$ cat config.mk
export PLATFORM = sky130hd
export DESIGN_NAME = dms_ram
export DESIGN_NICKNAME = d
export VERILOG_FILES = /design/src/hw/rtl/dms_ram.sv
export SDC_FILE = /design/constraint.sdc
export NUM_CORES = 2
export LEC_CHECK = 0
export BUFFER_PORTS_ARGS = -buffer_cell sky130_fd_sc_hd__buf_4
export CORE_ASPECT_RATIO = 0.7
export CORE_UTILIZATION = 50
export DETAILED_ROUTE_END_ITERATION = 10
export PLACE_DENSITY = 0.65
export SLEW_MARGIN = 20
export SYNTH_ARGS = -nofsm -noshare
export SYNTH_HDL_FRONTEND = slang
export SYNTH_SLANG_ARGS = --single-unit
$ cat constraint.sdc
create_clock -name clk -period 4.75 [get_ports clk]
set_clock_uncertainty 0.1 [all_clocks]
set_input_delay 0.7125 -clock clk [delete_from_list [all_inputs] [get_ports clk]]
set_output_delay 0.7125 -clock clk [all_outputs]
set_load 0.01 [all_outputs]
$ cat src/hw/rtl/dms_ram.sv
// dms_ram: generic single-write, single-read ram with registered read data
// no dependencies
module dms_ram #(
  parameter int WIDTH = 16,
  parameter int DEPTH = 128
) (
  input  logic                     clk,
  input  logic                     we,
  input  logic [$clog2(DEPTH)-1:0] waddr,
  input  logic [WIDTH-1:0]         wdata,
  input  logic [$clog2(DEPTH)-1:0] raddr,
  output logic [WIDTH-1:0]         rdata
);

  logic [WIDTH-1:0] mem [DEPTH];

  // write port and registered read port
  always_ff @(posedge clk) begin
    if (we) begin
      mem[waddr] <= wdata;
    end
    rdata <= mem[raddr];
  end

endmodule

# Word level (Yosys, flattened, before mapping)
# Memory sizes are Yosys's and may differ from the RTL's. A register that Yosys moved wholly into a read port is not among the register bits.
# Cells that the tools add are included.
# word_totals
ff_bits,0
input_bits,32
ram_bits,2048
output_inout_bits,16
mem_count,1
wordCells,3
# memory_table
name,depth,width,rd,rd_ports_with_merged_regs,write_ports,line,rtl
mem,128,16,1,1,1,15,logic [WIDTH-1:0] mem [DEPTH];
# op_classes
n_mux,2
# op_table
cell,n
1-bit 2-to-1 mux,2

# Logic depth before layout (Yosys ltp)
# depth
ltp_word,2
ltp_mapped,7
ltp_nobuf,4

# Least setup slack after synthesis
# OpenSTA, ideal clock, no wires.
# synth_timing
kind,input port to flip-flop
startpoint,input raddr[0]
endpoint,"register rdata[0], read port of mem"
setup_ns,0.121
required_time_ns,4.529
path_stages,6
t_arrival_ns,3.087
slack_ns,1.442
n_path_buf,2
path_cell_list,buf_2 buf_1 mux4_2 mux4_2 mux4_2 mux2_2
# synth_lines
item,line,rtl
from (decl),11,"input logic [$clog2(DEPTH)-1:0] raddr,"
to (decl),12,output logic [WIDTH-1:0] rdata

==> flow_summary.json <==
{
  "status": "complete, no violations",
  "drive_above_1_share_pct": 35.5,
  "numCtsBuffers": 184,
  "hold_buffers": 0,
  "crit_top_cell": "mux4_2",
  "yosysUniqueCellTypes": 17,
  "postRouteWirelength_um": 198000,
  "fp.dieW_um": 476,
  "core-area_um2": 156000,
  "finalWorstSetupSlack_ps": 1760,
  "critPathKind": "input pin to register",
  "grt.total_usage_pct": 25.6,
  "setup_viol_count_final": 0,
  "min_period_over_period_pct": 62.9,
  "syn_to_final_growth_pct": 13.6,
  "critPathLaunchType": "input pin",
  "dieArea_um2": 159000,
  "clock_sinks": 2064,
  "dp_hpwl_um": 116000,
  "synth.avg_cell_area_um2": 25.4,
  "wl_per_cell_um": 35.0,
  "clkSlewWorstSetupHoldPaths_ps": 60,
  "period_needed_ps": 2990,
  "cp_max_fo": 24,
  "clk_latency_ps": 830,
  "crit-reg2reg-launch": "mem[30][6]",
  "pre_cts_ws_ps": 913,
  "p_leak_nw": 27.6,
  "yosys_warnings": 0,
  "synthesis.area_um2": 78500,
  "cts_setup_buffers": 0,
  "vdd_ir_drop_max_v": 0.000400,
  "grt_max_degree": 98,
  "yosysSeqAreaShare_pct": 78.7,
  "critical_path.startpoint": "raddr[0]",
  "grt_pass1_vias": 36103,
  "slew_viol_final": 0,
  "dr.pass1.iters": 5,
  "fin_setup_tns_ps": 0,
  "place.port_buffers": 47,
  "grt_pass1_wl_um": 278000,
  "drc": 0,
  "power_density_nw_per_um2": 417,
  "cts-root-buf": "clkbuf_16",
  "rows": 121,
  "max_freq_ghz": 0.335,
  "hp-class": "input pin to register",
  "gr-total-overflow": 0,
  "fin_nets": 3431,
  "antenna_found_initial": 19,
  "rsz0062_at_grt": "false",
  "path_cells": "buf_8 > buf_12 > buf_4 > mux4_2 > mux4_2 > mux4_2 > mux2_2",
  "crit_required_ps": 5370,
  "relSlewSlack_pct": 29.5,
  "ctsHtreeMaxLevel": 4,
  "syn-num-nets": 3118,
  "post_cts_resized": 0,
  "hold_viol_final": 0,
  "synth-seq-cells": 2064,
  "cts_max_path_buffers": 3,
  "synth_cells": 3086,
  "slowest_delay_ps": 610,
  "die_h_um": 334,
  "cts_tree": "built",
  "vias": 36147,
  "hold_start": "wdata[0]",
  "ioPinCount": 48,
  "via_per_inst": 6.39,
  "drv_cap": 0,
  "ant_nets": 0,
  "critPathCaptureType": "register",
  "worst_pin_slew_ps": 1060,
  "gp_congestion": 0.870,
  "first_iter_violations": 5379,
  "initial_utilization_pct": 50.5,
  "cpMaxStageDelayCell": "mux4_2",
  "arrival_ps": 3600
}
[per-stage QoR]
| stage | power [mW] | std cells | utilization [%] | area, um^2 | hold WS, ps |
|---|---|---|---|---|---|
| 6_report | 37.2 | 5654 | 57.3 | 89200 | 222 |
| 2_1_floorplan | 21.5 | 3086 | - | 78500 | 711 |
| 3_3_place_gp | 22.5 | 5302 | 53.4 | 83000 | 1000 |
| 5_1_grt | 38.2 | 5651 | 57.3 | 89200 | 194 |
| 3_5_place_dp | 22.5 | 5302 | 53.4 | 83000 | 1020 |
| 4_1_cts | 37.4 | 5647 | 57.3 | 89100 | 275 |
[synth_stat cells (all sizes together)]
cell | instances | area, um^2
buf | 82 | 384
clkbuf | 82 | 308
dfxtp | 16 | 320
edfxtp | 2048 | 61500
mux2 | 16 | 180
mux4 | 672 | 15100
nand2 | 14 | 52.6
nand2b | 2 | 12.5
nand3 | 12 | 60.1
nand4 | 3 | 18.8
nor2 | 122 | 458
nor2b | 7 | 43.8
nor3 | 9 | 45.0
or3 | 1 | 6.26
[critical path, delay by kind of cell]
| family | cells | cell delay, ps |
|---|---|---|
| multiplexers | 4 | 1990 |
| buffers and inverters | 3 | 820 |
[routing by layer]
layer  up-vias  wire, um  GRT usage (%)
li1      14110         -              -
met1     19556     79100           38.2
met2      2176     87700           36.3
met3       295     26200           8.53
met4        10      4760           6.78
met5         -        51              0
[where the power goes]
| part | total (mW) | internal, mW | switching, mW |
|---|---|---|---|
| Combinational | 1.98 | 0.788 | 1.19 |
| Sequential | 20.2 | 20.1 | 0.0542 |
| Clock | 15.1 | 8.46 | 6.60 |
| Total | 37.2 | 29.4 | 7.85 |
[placed cells by master (no fill, tap or decap), types with 2 or more instances in the layout]
| master | netlist | routed |
|---|---|---|
| bufinv_16 | 0 | 22 |
| dfxtp_1 | 16 | 16 |
| clkbuf_1 | 82 | 37 |
| inv_6 | 0 | 8 |
| inv_16 | 0 | 2 |
| buf_12 | 0 | 28 |
| clkinv_2 | 0 | 37 |
| mux2_2 | 16 | 16 |
| clkbuf_16 | 0 | 185 |
| clkinvlp_4 | 0 | 7 |
| clkbuf_8 | 0 | 5 |
| nand3_1 | 12 | 10 |
| clkinv_8 | 0 | 5 |
| nand3_2 | 0 | 2 |
| nand2b_1 | 2 | 2 |
| nor3_2 | 0 | 9 |
| nand2_1 | 14 | 14 |
| clkinv_1 | 0 | 36 |
| nor2_1 | 122 | 122 |
| edfxtp_1 | 2048 | 2048 |
| nor2b_1 | 7 | 7 |
| buf_4 | 1 | 257 |
| diode_2 | 0 | 5 |
| buf_16 | 0 | 2 |
| mux4_2 | 672 | 672 |
| nand4_1 | 3 | 3 |
| buf_8 | 0 | 2 |
[registers in the layout, summed over array words and instances, names as in the netlist]
signal and flops:
rdata 16, mem 2048
[logic make-up (layout without fill, tap and decap cells)]
group / Yosys count / count (layout) / share of synthesized area [%]
muxes: 688 / 688 / 19.5
and+or+nand+nor: 170 / 170 / 0.888
buffers and inverters: 164 / 636 / 0.881
DFF: 2064 / 2064 / 78.7
other: 0 / 5 / 0
[layout make-up]
cell class	count	area, um^2
clock inverter	119	1260
clock buffer	226	4820
antenna	5	12.5
multi-input combinational	858	16100
tap	2091	2620
sequential	2064	61800
timing repair buffer	291	2600
fill	10958	66400
[worst paths after layout]
check,slack (ps),to,cells past startpoint
hold reg to reg,1030,rdata[9],4
setup / recovery,1760,rdata[15],7
setup reg to reg,2070,rdata[6],4
hold / removal,220,mem[34][0],1
Power figures use the tool's default switching activity.
